<file path="src/rtl/dmfe_pkg.sv">
// Shared types and constants for the DHCP message field extractor.
package dmfe_pkg;

  localparam int unsigned FIFO_DEPTH = 4;
  localparam int unsigned FIFO_AW    = $clog2(FIFO_DEPTH);

  // result kinds
  localparam logic [3:0] KIND_OP       = 4'd0;
  localparam logic [3:0] KIND_HTYPE    = 4'd1;
  localparam logic [3:0] KIND_HLEN     = 4'd2;
  localparam logic [3:0] KIND_XID      = 4'd3;
  localparam logic [3:0] KIND_CHADDR   = 4'd4;
  localparam logic [3:0] KIND_HOSTNAME = 4'd5;
  localparam logic [3:0] KIND_MSGTYPE  = 4'd6;
  localparam logic [3:0] KIND_VENDOR   = 4'd7;
  localparam logic [3:0] KIND_CLIENTID = 4'd8;
  localparam logic [3:0] KIND_FINAL    = 4'd9;

  // final status codes
  localparam logic [1:0] STAT_OK        = 2'd0;
  localparam logic [1:0] STAT_PARTIAL   = 2'd1;
  localparam logic [1:0] STAT_MALFORMED = 2'd2;

  // configuration register indexes
  localparam logic [1:0] CFG_HOSTNAME_CAP = 2'd0;
  localparam logic [1:0] CFG_VENDOR_CAP   = 2'd1;
  localparam logic [1:0] CFG_CLIENT_ID_MAX = 2'd2;

  localparam logic [7:0] HOSTNAME_CAP_RST = 8'd64;
  localparam logic [7:0] VENDOR_CAP_RST   = 8'd64;
  localparam logic [7:0] CLIENT_ID_RST    = 8'd32;

  typedef struct packed {
    logic [3:0]  kind;
    logic [7:0]  element_index;
    logic [31:0] fact_value;
    logic [1:0]  status;
    logic        options_end_seen;
    logic        hostname_cut;
    logic        vendor_class_cut;
    logic        client_id_cut;
    logic        final_item;
  } result_t;

  typedef struct packed {
    logic [7:0] hostname_cap;
    logic [7:0] vendor_class_cap;
    logic [7:0] client_id_max;
  } cfg_t;

endpackage

</file>
<file path="src/rtl/dmfe_parse.sv">
// Byte-wise DHCP parser core: message state and up to two results per byte.
module dmfe_parse import dmfe_pkg::*; (
  input  logic       clk,
  input  logic       rst_n,
  input  logic       step_i,
  input  logic [7:0] byte_i,
  input  logic       last_i,
  input  cfg_t       cfg_i,
  output logic       fact_v_o,
  output result_t    fact_o,
  output logic       fin_v_o,
  output result_t    fin_o
);

  typedef enum logic [2:0] {
    PH_HEADER, PH_CODE, PH_LEN, PH_VALUE, PH_ENDED, PH_SKIP
  } phase_t;

  localparam logic [7:0]  OPT_PAD      = 8'd0;
  localparam logic [7:0]  OPT_END      = 8'd255;
  localparam logic [7:0]  OPT_HOSTNAME = 8'd12;
  localparam logic [7:0]  OPT_MSGTYPE  = 8'd53;
  localparam logic [7:0]  OPT_VENDOR   = 8'd60;
  localparam logic [7:0]  OPT_CLIENTID = 8'd61;
  localparam logic [7:0]  POS_CHADDR   = 8'd28;
  localparam logic [7:0]  POS_COOKIE   = 8'd236;
  localparam logic [7:0]  POS_LAST_HDR = 8'd239;
  localparam logic [7:0]  CHADDR_MAX   = 8'd16;
  localparam logic [31:0] COOKIE       = 32'h6382_5363;

  phase_t      phase_r, phase_nxt;
  logic [7:0]  pos_r, pos_nxt;
  logic [7:0]  hwlen_r, hwlen_nxt;
  logic [23:0] xid_r, xid_nxt;
  logic [7:0]  code_r, code_nxt;
  logic [7:0]  left_r, left_nxt;
  logic [7:0]  idx_r, idx_nxt;
  logic        zs_r, zs_nxt;
  logic        mal_r, mal_nxt, part_r, part_nxt, end_r, end_nxt;
  logic        hcut_r, hcut_nxt, vcut_r, vcut_nxt, ccut_r, ccut_nxt;

  logic [7:0] host_keep, vend_keep, chaddr_i, cookie_byte, left_dec;
  logic       zs_now;

  assign host_keep = (cfg_i.hostname_cap == 8'd0) ? 8'd0 : cfg_i.hostname_cap - 8'd1;
  assign vend_keep = (cfg_i.vendor_class_cap == 8'd0) ? 8'd0 :
                     cfg_i.vendor_class_cap - 8'd1;
  assign chaddr_i  = pos_r - POS_CHADDR;
  assign left_dec  = left_r - 8'd1;
  assign zs_now    = zs_r | (byte_i == 8'd0);

  always_comb begin
    unique case (pos_r[1:0])
      2'd0:    cookie_byte = COOKIE[31:24];
      2'd1:    cookie_byte = COOKIE[23:16];
      2'd2:    cookie_byte = COOKIE[15:8];
      default: cookie_byte = COOKIE[7:0];
    endcase
  end

  always_comb begin
    phase_nxt = phase_r;  pos_nxt = pos_r;   hwlen_nxt = hwlen_r;
    xid_nxt   = xid_r;    code_nxt = code_r; left_nxt  = left_r;
    idx_nxt   = idx_r;    zs_nxt  = zs_r;
    mal_nxt   = mal_r;    part_nxt = part_r; end_nxt   = end_r;
    hcut_nxt  = hcut_r;   vcut_nxt = vcut_r; ccut_nxt  = ccut_r;
    fact_v_o  = 1'b0;     fact_o  = '0;
    fin_v_o   = 1'b0;     fin_o   = '0;

    if (step_i) begin
      unique case (phase_r)
        PH_HEADER: begin
          if (pos_r == 8'd0) begin
            fact_v_o = 1'b1; fact_o.kind = KIND_OP; fact_o.fact_value = {24'd0, byte_i};
          end else if (pos_r == 8'd1) begin
            fact_v_o = 1'b1; fact_o.kind = KIND_HTYPE; fact_o.fact_value = {24'd0, byte_i};
          end else if (pos_r == 8'd2) begin
            hwlen_nxt = byte_i;
            if (byte_i > CHADDR_MAX) mal_nxt = 1'b1;
            fact_v_o = 1'b1; fact_o.kind = KIND_HLEN; fact_o.fact_value = {24'd0, byte_i};
          end else if (pos_r >= 8'd4 && pos_r <= 8'd6) begin
            xid_nxt = {xid_r[15:0], byte_i};
          end else if (pos_r == 8'd7) begin
            fact_v_o = 1'b1; fact_o.kind = KIND_XID; fact_o.fact_value = {xid_r, byte_i};
          end else if (pos_r >= POS_CHADDR && pos_r < POS_CHADDR + CHADDR_MAX) begin
            if (hwlen_r <= CHADDR_MAX && chaddr_i < hwlen_r) begin
              fact_v_o = 1'b1; fact_o.kind = KIND_CHADDR;
              fact_o.element_index = chaddr_i; fact_o.fact_value = {24'd0, byte_i};
            end
          end else if (pos_r >= POS_COOKIE) begin
            if (byte_i != cookie_byte) mal_nxt = 1'b1;
          end
          if (pos_r >= POS_LAST_HDR) phase_nxt = mal_nxt ? PH_SKIP : PH_CODE;
          else pos_nxt = pos_r + 8'd1;
        end
        PH_CODE: begin
          if (byte_i == OPT_END) begin
            end_nxt = 1'b1;
            phase_nxt = PH_ENDED;
          end else if (byte_i != OPT_PAD) begin
            code_nxt = byte_i;
            phase_nxt = PH_LEN;
          end
        end
        PH_LEN: begin
          if (code_r == OPT_MSGTYPE && byte_i != 8'd1) begin
            mal_nxt = 1'b1;
            phase_nxt = PH_SKIP;
          end else begin
            if (code_r == OPT_HOSTNAME) begin
              hcut_nxt = byte_i > host_keep;
              if (hcut_nxt) part_nxt = 1'b1;
            end else if (code_r == OPT_VENDOR) begin
              vcut_nxt = byte_i > vend_keep;
              if (vcut_nxt) part_nxt = 1'b1;
            end else if (code_r == OPT_CLIENTID) begin
              ccut_nxt = byte_i > cfg_i.client_id_max;
              if (ccut_nxt) part_nxt = 1'b1;
            end
            zs_nxt = 1'b0;
            idx_nxt = 8'd0;
            left_nxt = byte_i;
            phase_nxt = (byte_i == 8'd0) ? PH_CODE : PH_VALUE;
          end
        end
        PH_VALUE: begin
          fact_o.element_index = idx_r;
          fact_o.fact_value = {24'd0, byte_i};
          if (code_r == OPT_HOSTNAME) begin
            zs_nxt = zs_now;
            if (idx_r < host_keep) begin
              fact_v_o = 1'b1; fact_o.kind = KIND_HOSTNAME;
              if (!zs_now && byte_i >= 8'h41 && byte_i <= 8'h5a)
                fact_o.fact_value = {24'd0, byte_i + 8'd32};
            end
          end else if (code_r == OPT_MSGTYPE) begin
            fact_v_o = 1'b1; fact_o.kind = KIND_MSGTYPE; fact_o.element_index = 8'd0;
          end else if (code_r == OPT_VENDOR) begin
            if (idx_r < vend_keep) begin
              fact_v_o = 1'b1; fact_o.kind = KIND_VENDOR;
            end
          end else if (code_r == OPT_CLIENTID) begin
            if (idx_r < cfg_i.client_id_max) begin
              fact_v_o = 1'b1; fact_o.kind = KIND_CLIENTID;
            end
          end
          if (!fact_v_o) fact_o = '0;
          idx_nxt = idx_r + 8'd1;
          left_nxt = left_dec;
          if (left_dec == 8'd0) phase_nxt = PH_CODE;
        end
        default: ;
      endcase

      if (last_i) begin
        // message cut inside the header or inside an option
        if (phase_nxt == PH_HEADER || phase_nxt == PH_LEN || phase_nxt == PH_VALUE)
          mal_nxt = 1'b1;
        fin_v_o = 1'b1;
        fin_o.kind = KIND_FINAL;
        fin_o.status = mal_nxt ? STAT_MALFORMED : (part_nxt ? STAT_PARTIAL : STAT_OK);
        fin_o.options_end_seen = end_nxt;
        fin_o.hostname_cut = hcut_nxt;
        fin_o.vendor_class_cut = vcut_nxt;
        fin_o.client_id_cut = ccut_nxt;
        fin_o.final_item = 1'b1;
      end
    end
  end

  always_ff @(posedge clk) begin
    if (!rst_n || (step_i && last_i)) begin
      phase_r <= PH_HEADER;
      pos_r   <= 8'd0;
      hwlen_r <= 8'd0;
      xid_r   <= 24'd0;
      code_r  <= 8'd0;
      left_r  <= 8'd0;
      idx_r   <= 8'd0;
      zs_r    <= 1'b0;
      mal_r   <= 1'b0;
      part_r  <= 1'b0;
      end_r   <= 1'b0;
      hcut_r  <= 1'b0;
      vcut_r  <= 1'b0;
      ccut_r  <= 1'b0;
    end else begin
      phase_r <= phase_nxt;
      pos_r   <= pos_nxt;
      hwlen_r <= hwlen_nxt;
      xid_r   <= xid_nxt;
      code_r  <= code_nxt;
      left_r  <= left_nxt;
      idx_r   <= idx_nxt;
      zs_r    <= zs_nxt;
      mal_r   <= mal_nxt;
      part_r  <= part_nxt;
      end_r   <= end_nxt;
      hcut_r  <= hcut_nxt;
      vcut_r  <= vcut_nxt;
      ccut_r  <= ccut_nxt;
    end
  end

endmodule

</file>
<file path="src/rtl/dhcp_message_field_extractor.sv">
// Top level of the DHCP message field extractor: input register, parser, result queue.
//
//   channel  direction  handshake            payload
//   in_      in         in_valid / in_stall  in_data_byte, in_last_byte
//   out_     out        out_valid/out_stall  out_kind ... out_final_item
//   cfg_     in         cfg_valid/cfg_ready  cfg_index, cfg_data
//
// One byte per cycle while in_stall is low; each byte is registered, parsed, then queued for output.
// A byte makes at most two results (a fact and the final word); the output
// queue drains one per cycle while out_stall is low, so a run of two-result bytes is paced by it.
// rst_n is synchronous; config registers go to 64/64/32, message state clears.
// out_stall backs up into the 4-entry queue, then holds the input register.
module dhcp_message_field_extractor import dmfe_pkg::*; (
  input  logic        clk,
  input  logic        rst_n,
  input  logic        in_valid,
  output logic        in_stall,
  input  logic [7:0]  in_data_byte,
  input  logic        in_last_byte,
  output logic        out_valid,
  input  logic        out_stall,
  output logic [3:0]  out_kind,
  output logic [7:0]  out_element_index,
  output logic [31:0] out_fact_value,
  output logic [1:0]  out_status,
  output logic        out_options_end_seen,
  output logic        out_hostname_cut,
  output logic        out_vendor_class_cut,
  output logic        out_client_id_cut,
  output logic        out_final_item,
  input  logic        cfg_valid,
  output logic        cfg_ready,
  input  logic [1:0]  cfg_index,
  input  logic [7:0]  cfg_data
);

  cfg_t       cfg_r;
  logic       in_v_r;
  logic [7:0] in_byte_r;
  logic       in_last_r;
  logic       step;
  logic       fact_v, fin_v;
  result_t    fact, fin;

  result_t                fifo_mem [FIFO_DEPTH];
  logic [FIFO_AW-1:0]     wr_ptr_r, rd_ptr_r, wr_ptr2;
  logic [FIFO_AW:0]       cnt_r;
  logic                   pop;
  logic [1:0]             push_n;
  result_t                head;

  assign cfg_ready = 1'b1;

  always_ff @(posedge clk) begin
    if (!rst_n) begin
      cfg_r.hostname_cap     <= HOSTNAME_CAP_RST;
      cfg_r.vendor_class_cap <= VENDOR_CAP_RST;
      cfg_r.client_id_max    <= CLIENT_ID_RST;
    end else if (cfg_valid && cfg_ready) begin
      unique case (cfg_index)
        CFG_HOSTNAME_CAP:  cfg_r.hostname_cap     <= cfg_data;
        CFG_VENDOR_CAP:    cfg_r.vendor_class_cap <= cfg_data;
        CFG_CLIENT_ID_MAX: cfg_r.client_id_max    <= cfg_data;
        default: ;
      endcase
    end
  end

  // the held word moves on once the queue has room for two results
  assign step     = in_v_r && (cnt_r <= (FIFO_AW+1)'(FIFO_DEPTH - 2));
  assign in_stall = in_v_r && !step;

  always_ff @(posedge clk) begin
    if (!rst_n) begin
      in_v_r <= 1'b0;
    end else if (!in_stall) begin
      in_v_r <= in_valid;
    end
  end

  always_ff @(posedge clk) begin
    if (in_valid && !in_stall) begin
      in_byte_r <= in_data_byte;
      in_last_r <= in_last_byte;
    end
  end

  dmfe_parse u_parse (
    .clk      (clk),
    .rst_n    (rst_n),
    .step_i   (step),
    .byte_i   (in_byte_r),
    .last_i   (in_last_r),
    .cfg_i    (cfg_r),
    .fact_v_o (fact_v),
    .fact_o   (fact),
    .fin_v_o  (fin_v),
    .fin_o    (fin)
  );

  assign out_valid = (cnt_r != '0);
  assign pop       = out_valid && !out_stall;
  assign push_n    = {1'b0, fact_v} + {1'b0, fin_v};
  assign wr_ptr2   = fact_v ? wr_ptr_r + FIFO_AW'(1) : wr_ptr_r;

  always_ff @(posedge clk) begin
    if (fact_v) fifo_mem[wr_ptr_r] <= fact;
    if (fin_v)  fifo_mem[wr_ptr2]  <= fin;
  end

  always_ff @(posedge clk) begin
    if (!rst_n) begin
      wr_ptr_r <= '0;
      rd_ptr_r <= '0;
      cnt_r    <= '0;
    end else begin
      wr_ptr_r <= wr_ptr_r + FIFO_AW'(push_n);
      if (pop) rd_ptr_r <= rd_ptr_r + FIFO_AW'(1);
      cnt_r <= cnt_r + (FIFO_AW+1)'(push_n) - (FIFO_AW+1)'(pop);
    end
  end

  assign head                 = fifo_mem[rd_ptr_r];
  assign out_kind             = head.kind;
  assign out_element_index    = head.element_index;
  assign out_fact_value       = head.fact_value;
  assign out_status           = head.status;
  assign out_options_end_seen = head.options_end_seen;
  assign out_hostname_cut     = head.hostname_cut;
  assign out_vendor_class_cut = head.vendor_class_cut;
  assign out_client_id_cut    = head.client_id_cut;
  assign out_final_item       = head.final_item;

endmodule

</file>
<file path="config.mk">
export PLATFORM = sky130hd
export DESIGN_NAME = dhcp_message_field_extractor
export DESIGN_NICKNAME = d
export VERILOG_FILES = /design/src/rtl/dmfe_pkg.sv /design/src/rtl/dmfe_parse.sv /design/src/rtl/dhcp_message_field_extractor.sv
export SDC_FILE = /design/constraint.sdc
export NUM_CORES = 1
export LEC_CHECK = 0
export BUFFER_PORTS_ARGS = -buffer_cell sky130_fd_sc_hd__buf_4
export CORE_ASPECT_RATIO = 0.8
export CORE_MARGIN = 2
export CORE_UTILIZATION = 35
export CTS_CLUSTER_SIZE = 12
export DETAILED_ROUTE_END_ITERATION = 10
export PLACE_DENSITY = 0.52
export SYNTH_ARGS = -nofsm -noshare
export SYNTH_HDL_FRONTEND = slang
export SYNTH_HIERARCHICAL = 1
export SYNTH_SLANG_ARGS = --single-unit
</file>
<file path="constraint.sdc">
create_clock -name clk -period 12.3 [get_ports clk]
set_input_delay 1.23 -clock clk [delete_from_list [all_inputs] [get_ports clk]]
set_output_delay 1.23 -clock clk [all_outputs]
set_load 0.01 [all_outputs]
</file>
---- Word level (Yosys, flattened, before mapping) ----
Memory sizes are Yosys's and may differ from the RTL's. A register that Yosys moved wholly into a read port is not among the register bits.
Index checks and enable logic that the tools add are counted.
operators by class
  $lt $le $gt $ge ......................... 18
  multiplexer cells ....................... 123
  shifts and indexed selects .............. 0
  add/subtract/negate cells ............... 13
  reduce and logical (&&, ||, !) cells .... 39
  div/mod/pow operators ................... 0
  equal/unequal tests ..................... 21
  bitwise logic cells ..................... 6
  $mul .................................... 0
operators by type and width
  operator                                                             count
  32-bit 2-to-1 mux                                                    6
  51-bit 2-to-1 mux                                                    2
  44-bit 2-to-1 mux                                                    2
  8-bit 2-to-1 mux                                                     11
  44-bit one-hot mux with 2 select lines                               1
  1-bit 2-to-1 mux                                                     65
  8-bit one-hot mux with 2 select lines                                3
  4-bit 2-to-1 mux                                                     11
  43-bit 2-to-1 mux                                                    1
  8-bit logical NOT                                                    5
  8-bit less-than comparator                                           4
  3-bit 2-to-1 mux                                                     9
  8-bit by 6-bit == test with 1-bit output (second input constant)     3
  8-bit > comparator                                                   3
  8-bit by 1-bit subtractor with 8-bit output (second input constant)  3
  7-bit 2-to-1 mux                                                     3
  8-bit by 1-bit adder with 8-bit output (second input constant)       2
  8-bit >= comparator (second input constant)                          2
  3-bit by 2-bit == test with 1-bit output (second input constant)     4
  3-bit one-hot mux with 4 select lines                                1
  1-bit logical AND                                                    11
  2-bit 2-to-1 mux                                                     5
  8-bit by 6-bit adder with 8-bit output (second input constant)       1
  8-bit by 1-bit == test with 1-bit output (second input constant)     1
  41 further kinds                                                     61
storage, ports and cells
  memory bits (read-only) ................. 0
  memory bits (writable) .................. 204
  memories ................................ 1
  latch bits .............................. 0
  input bits .............................. 24
  register bits ........................... 115
  output and inout port bits .............. 54
memory list
  name      depth  bits a word  rd ports  clocked after memory_dff  write ports  line                                RTL
  fifo_mem  4      51           1         1                         2            dhcp_message_field_extractor.sv:45  result_t fifo_mem [FIFO_DEPTH];

---- Depth between registers and ports, before layout ----
  depth after elaboration ................. 26
  mapped depth ............................ 23
  depth with buffers taken out ............ 23

---- Hierarchy ----
Netlist, hierarchy kept.
modules (own cells, without submodules)
  module                        times used  cells an instance  area each (sq um)
  dhcp_message_field_extractor  1           655                11737.5
  dmfe_parse                    1           803                6334.8

---- Worst setup path after synthesis ----
OpenSTA, ideal clock, no wires.
  path kind ............................... reg2reg
  start ................................... register cfg_r[16] in the netlist's numbering
  end ..................................... memory fifo_mem[1][0] in the netlist's numbering (enable)
  clock period less this slack ............ 4914 ps
  cell stages (with the launch flop) ...... 18
  data required time ...................... 11696 ps
  buffers on the path ..................... 2
  data arrival time ....................... 4310 ps
  slack ................................... 7386 ps
  path through ............................ dfxtp_1 > inv_1 > ha_1 > nand2_1 > nor3_1 > mux2i_1 > ha_1 > o21ai_0 > a21oi_1 > or4_1 > o221ai_4 > o211ai_2 > a21oi_2 > buf_6 > nor2_1 > a31oi_4 > buf_4 > nand2_1
RTL lines
  element             line                                RTL
  start: declaration  dhcp_message_field_extractor.sv:37  cfg_t cfg_r;
  end: declaration    dhcp_message_field_extractor.sv:45

==> flow_summary.yaml <==
status:
  status: "finished clean"
final_layout:
  final-seq-area_um2: 8560
  nNetsFinal: 1614
  instances_no_fill: 2223
  final_core_util_pct: 39.4
  n_antenna_cell: 0
  fillCellCount: 4831
  area_delta_synth_final_pct: 11.3
  drive_above_1_share_pct: 27.7
  design_area_um2: 20100
  multi_input_area_um2: 8660
timing:
  setup_viol: 0
  slew_headroom_pct: 34.5
  fmax_ghz: 0.187
  post-route-period-util_pct: 43.5
  rsz0062_at_grt: "false"
  setup_tns_ps: 0
  hold_viol_final: 0
  clock_skew_ps: 22.8
  tightest_slew_ps: 982
  setup_ws_ps: 6940
  min_period_ps: 5360
  slew_violations: 0
  hold_ws_ps: 466
clock_tree:
  cts_sinks: 321
  cts_buffers: 37
  hold_buffers: 0
  insertion_delay_ps: 550
  post-cts-setup-buffer-count: 0
  root_buffer: "clkbuf_16"
  cts_tree: "built"
  cts.htree.levels: 2
  clock_path_buffers: 3
  cts-resized-gates: 0
  clk_pin_slew_ps: 60
global_route:
  grt_pass1_wl_um: 70400
  grt_pass1_vias: 11600
  antenna_found_initial: 1
  grt_max_degree: 63
  grt_util_all_layers_pct: 17.0
  grt_overflow_total: 0
worst_setup_path:
  path_cells: "inv_1 > ha_1 > nand2_1 > nor3_1 > mux2i_1 > ha_1 > o21ai_0 > a21oi_1 > or4_1 > o221ai_4 > o211ai_2 > a21oi_2 > nor4bb_4 > a31oi_4 > nand2_2 > buf_4"
  cpPeakStageDelay_ps: 620
  cp.required_ps: 12480
  crit_path_frequent_cell: "ha_1"
  start_kind: "flip-flop"
  cp-end-kind: "flip-flop"
  cp_data_arrival_time_ps: 5530
  critPathMaxFanout: 27
  path_class: "flip-flop to flip-flop"
  crit_start: "cfg_r[16]"
  reg2reg_from: "cfg_r[16]"
  cp_slowest_cell: "a21oi_2"
placed_design:
  dp_cells: 2156
  io_buffers: 76
  dpl_cell_area_um2: 18900
  dpl.hpwl_um: 29100
  gp_congestion: 0.807
  dpl_worst_slack_ps: 7000
yosys:
  synth_seq_cells: 321
  synth.distinct_cells: 82
  synth_largest_area_cell: "edfxtp_1"
  postSynthAreaPerCell_um2: 12.4
  syn_area_um2: 18100
  synth_edf_count: 213
  synth_top_cell_area_share_pct: 35.4
  synth_warnings: 6
  syn_inst: 1458
  synth_area_leaders: "edfxtp_1 (35%), mux2_2 (12%), dfxtp_1 (12%), mux4_2 (6.4%), ha_1 (5.4%)"
  synthFlopType: "edfxtp_1"
  synthArstFlopShare_pct: 0
  ys_seq_area_share_pct: 47.4
die:
  rows: 74
  start_util_pct: 35.4
  die_y_um: 207
  core_um2: 51000
  ioPinCount: 78
  die_w_um: 258
  dieArea_um2: 53500
route:
  drt_wl_total_um: 45500
  drt_first_pass_iters: 5
  vias: 11400
  remaining_drc_errors: 0
  ant_nets: 0
  viasPerCell: 5.11
  wl_per_cell_um: 20.5
  drt_iter0_markers: 726
hold_path:
  hold_path.class: "flip-flop to flip-flop"
  hold_start: "u_parse/part_r"
flow_run:
  cap_violations: 0
pwr:
  vdd_drop_max_mv: 0.0862
  p_total_mw: 3.10
  p_leak_nw: 7.74
  p_per_area_nw_per_um2: 154
[state kept, by name, summed over array words and instances (netlist names), 2 cells and up, named ones only]
register / cells
u_parse/idx_r: 8
u_parse/code_r: 8
u_parse/pos_r: 8
u_parse/hwlen_r: 8
rd_ptr_r: 2
in_byte_r: 8
wr_ptr_r: 2
fifo_mem: 204
u_parse/left_r: 8
cfg_r: 24
u_parse/xid_r: 24
cnt_r: 3
u_parse/phase_r: 3
[report_power, final]
group / internal, mW / switching [mW] / total [mW]
combinational: 0.318 / 0.368 / 0.686
sequential: 1.26 / 0.0615 / 1.32
clock: 0.648 / 0.446 / 1.09
[cells in the mapped netlist (all sizes together), types with 20 or more instances]
master	n
mux2	205
a21oi	59
nor2	107
ha	78
edfxtp	213
and2	41
buf	95
o21ai	41
inv	42
nor2b	34
clkbuf	32
mux4	51
dfxtp	108
mux2i	60
nand2	71
nand3	20
[metal layers]
layer / share of wire (%) / GRT usage, % / up-vias
li1: - / - / 5423
met1: 50 / 24.9 / 5644
met2: 44 / 26.2 / 224
met3: 4.1 / 2.63 / 59
met4: 1.9 / 4.64 / 0
met5: 0 / 0 / -
[layout by cell type, fill, tap and decap left out, types with 51 or more instances in the layout]
master and n:
nor2_1 105, mux4_2 51, nand2_1 68, mux2i_1 60, dfxtp_1 106, edfxtp_1 213
buf_4 93, a21oi_1 56, mux2_2 193, ha_1 78
[final cells by class]
type                            instances  area share (%)
Clock inverter                         12           0.553
Sequential cell                       321            42.6
Multi-Input combinational cell       1016            43.0
Timing Repair Buffer                   93            3.47
Tap cell                              684            4.25
Inverter                               42           0.784
Clock buffer                           55            5.35
[worst max-delay path, delay by kind of cell, from the launching register on]
kind | cells | cell delay (ps)
AOI/OAI and AO/OA | 6 | 1370
adders and majority gates | 2 | 490
buffers and inverters | 2 | 630
DFF | 1 | 330
muxes | 1 | 290
and+or+nand+nor | 5 | 1840
[final timing paths]
path / endpoint / cells after the start / slack, ps
worst max-delay path: fifo_mem[1][32] / 16 / 6940
worst min-delay path: u_parse/part_r / 2 / 470
worst max register to register: fifo_mem[1][32] / 16 / 6940
worst min register to register: u_parse/part_r / 2 / 470
[cell families after synthesis]
family                   share of synthesized area, %
adder cells (fa/ha/maj)                          5.51
multiplexers                                     22.5
AND/OR/NAND/NOR                                  10.7
buffers and inverters                            5.87
AO/OA/AOI/OAI                                    6.64
XOR/XNOR                                         1.41
flip-flops                                       47.4
other                                          0.0416
(Power assumes the default switching activity.)
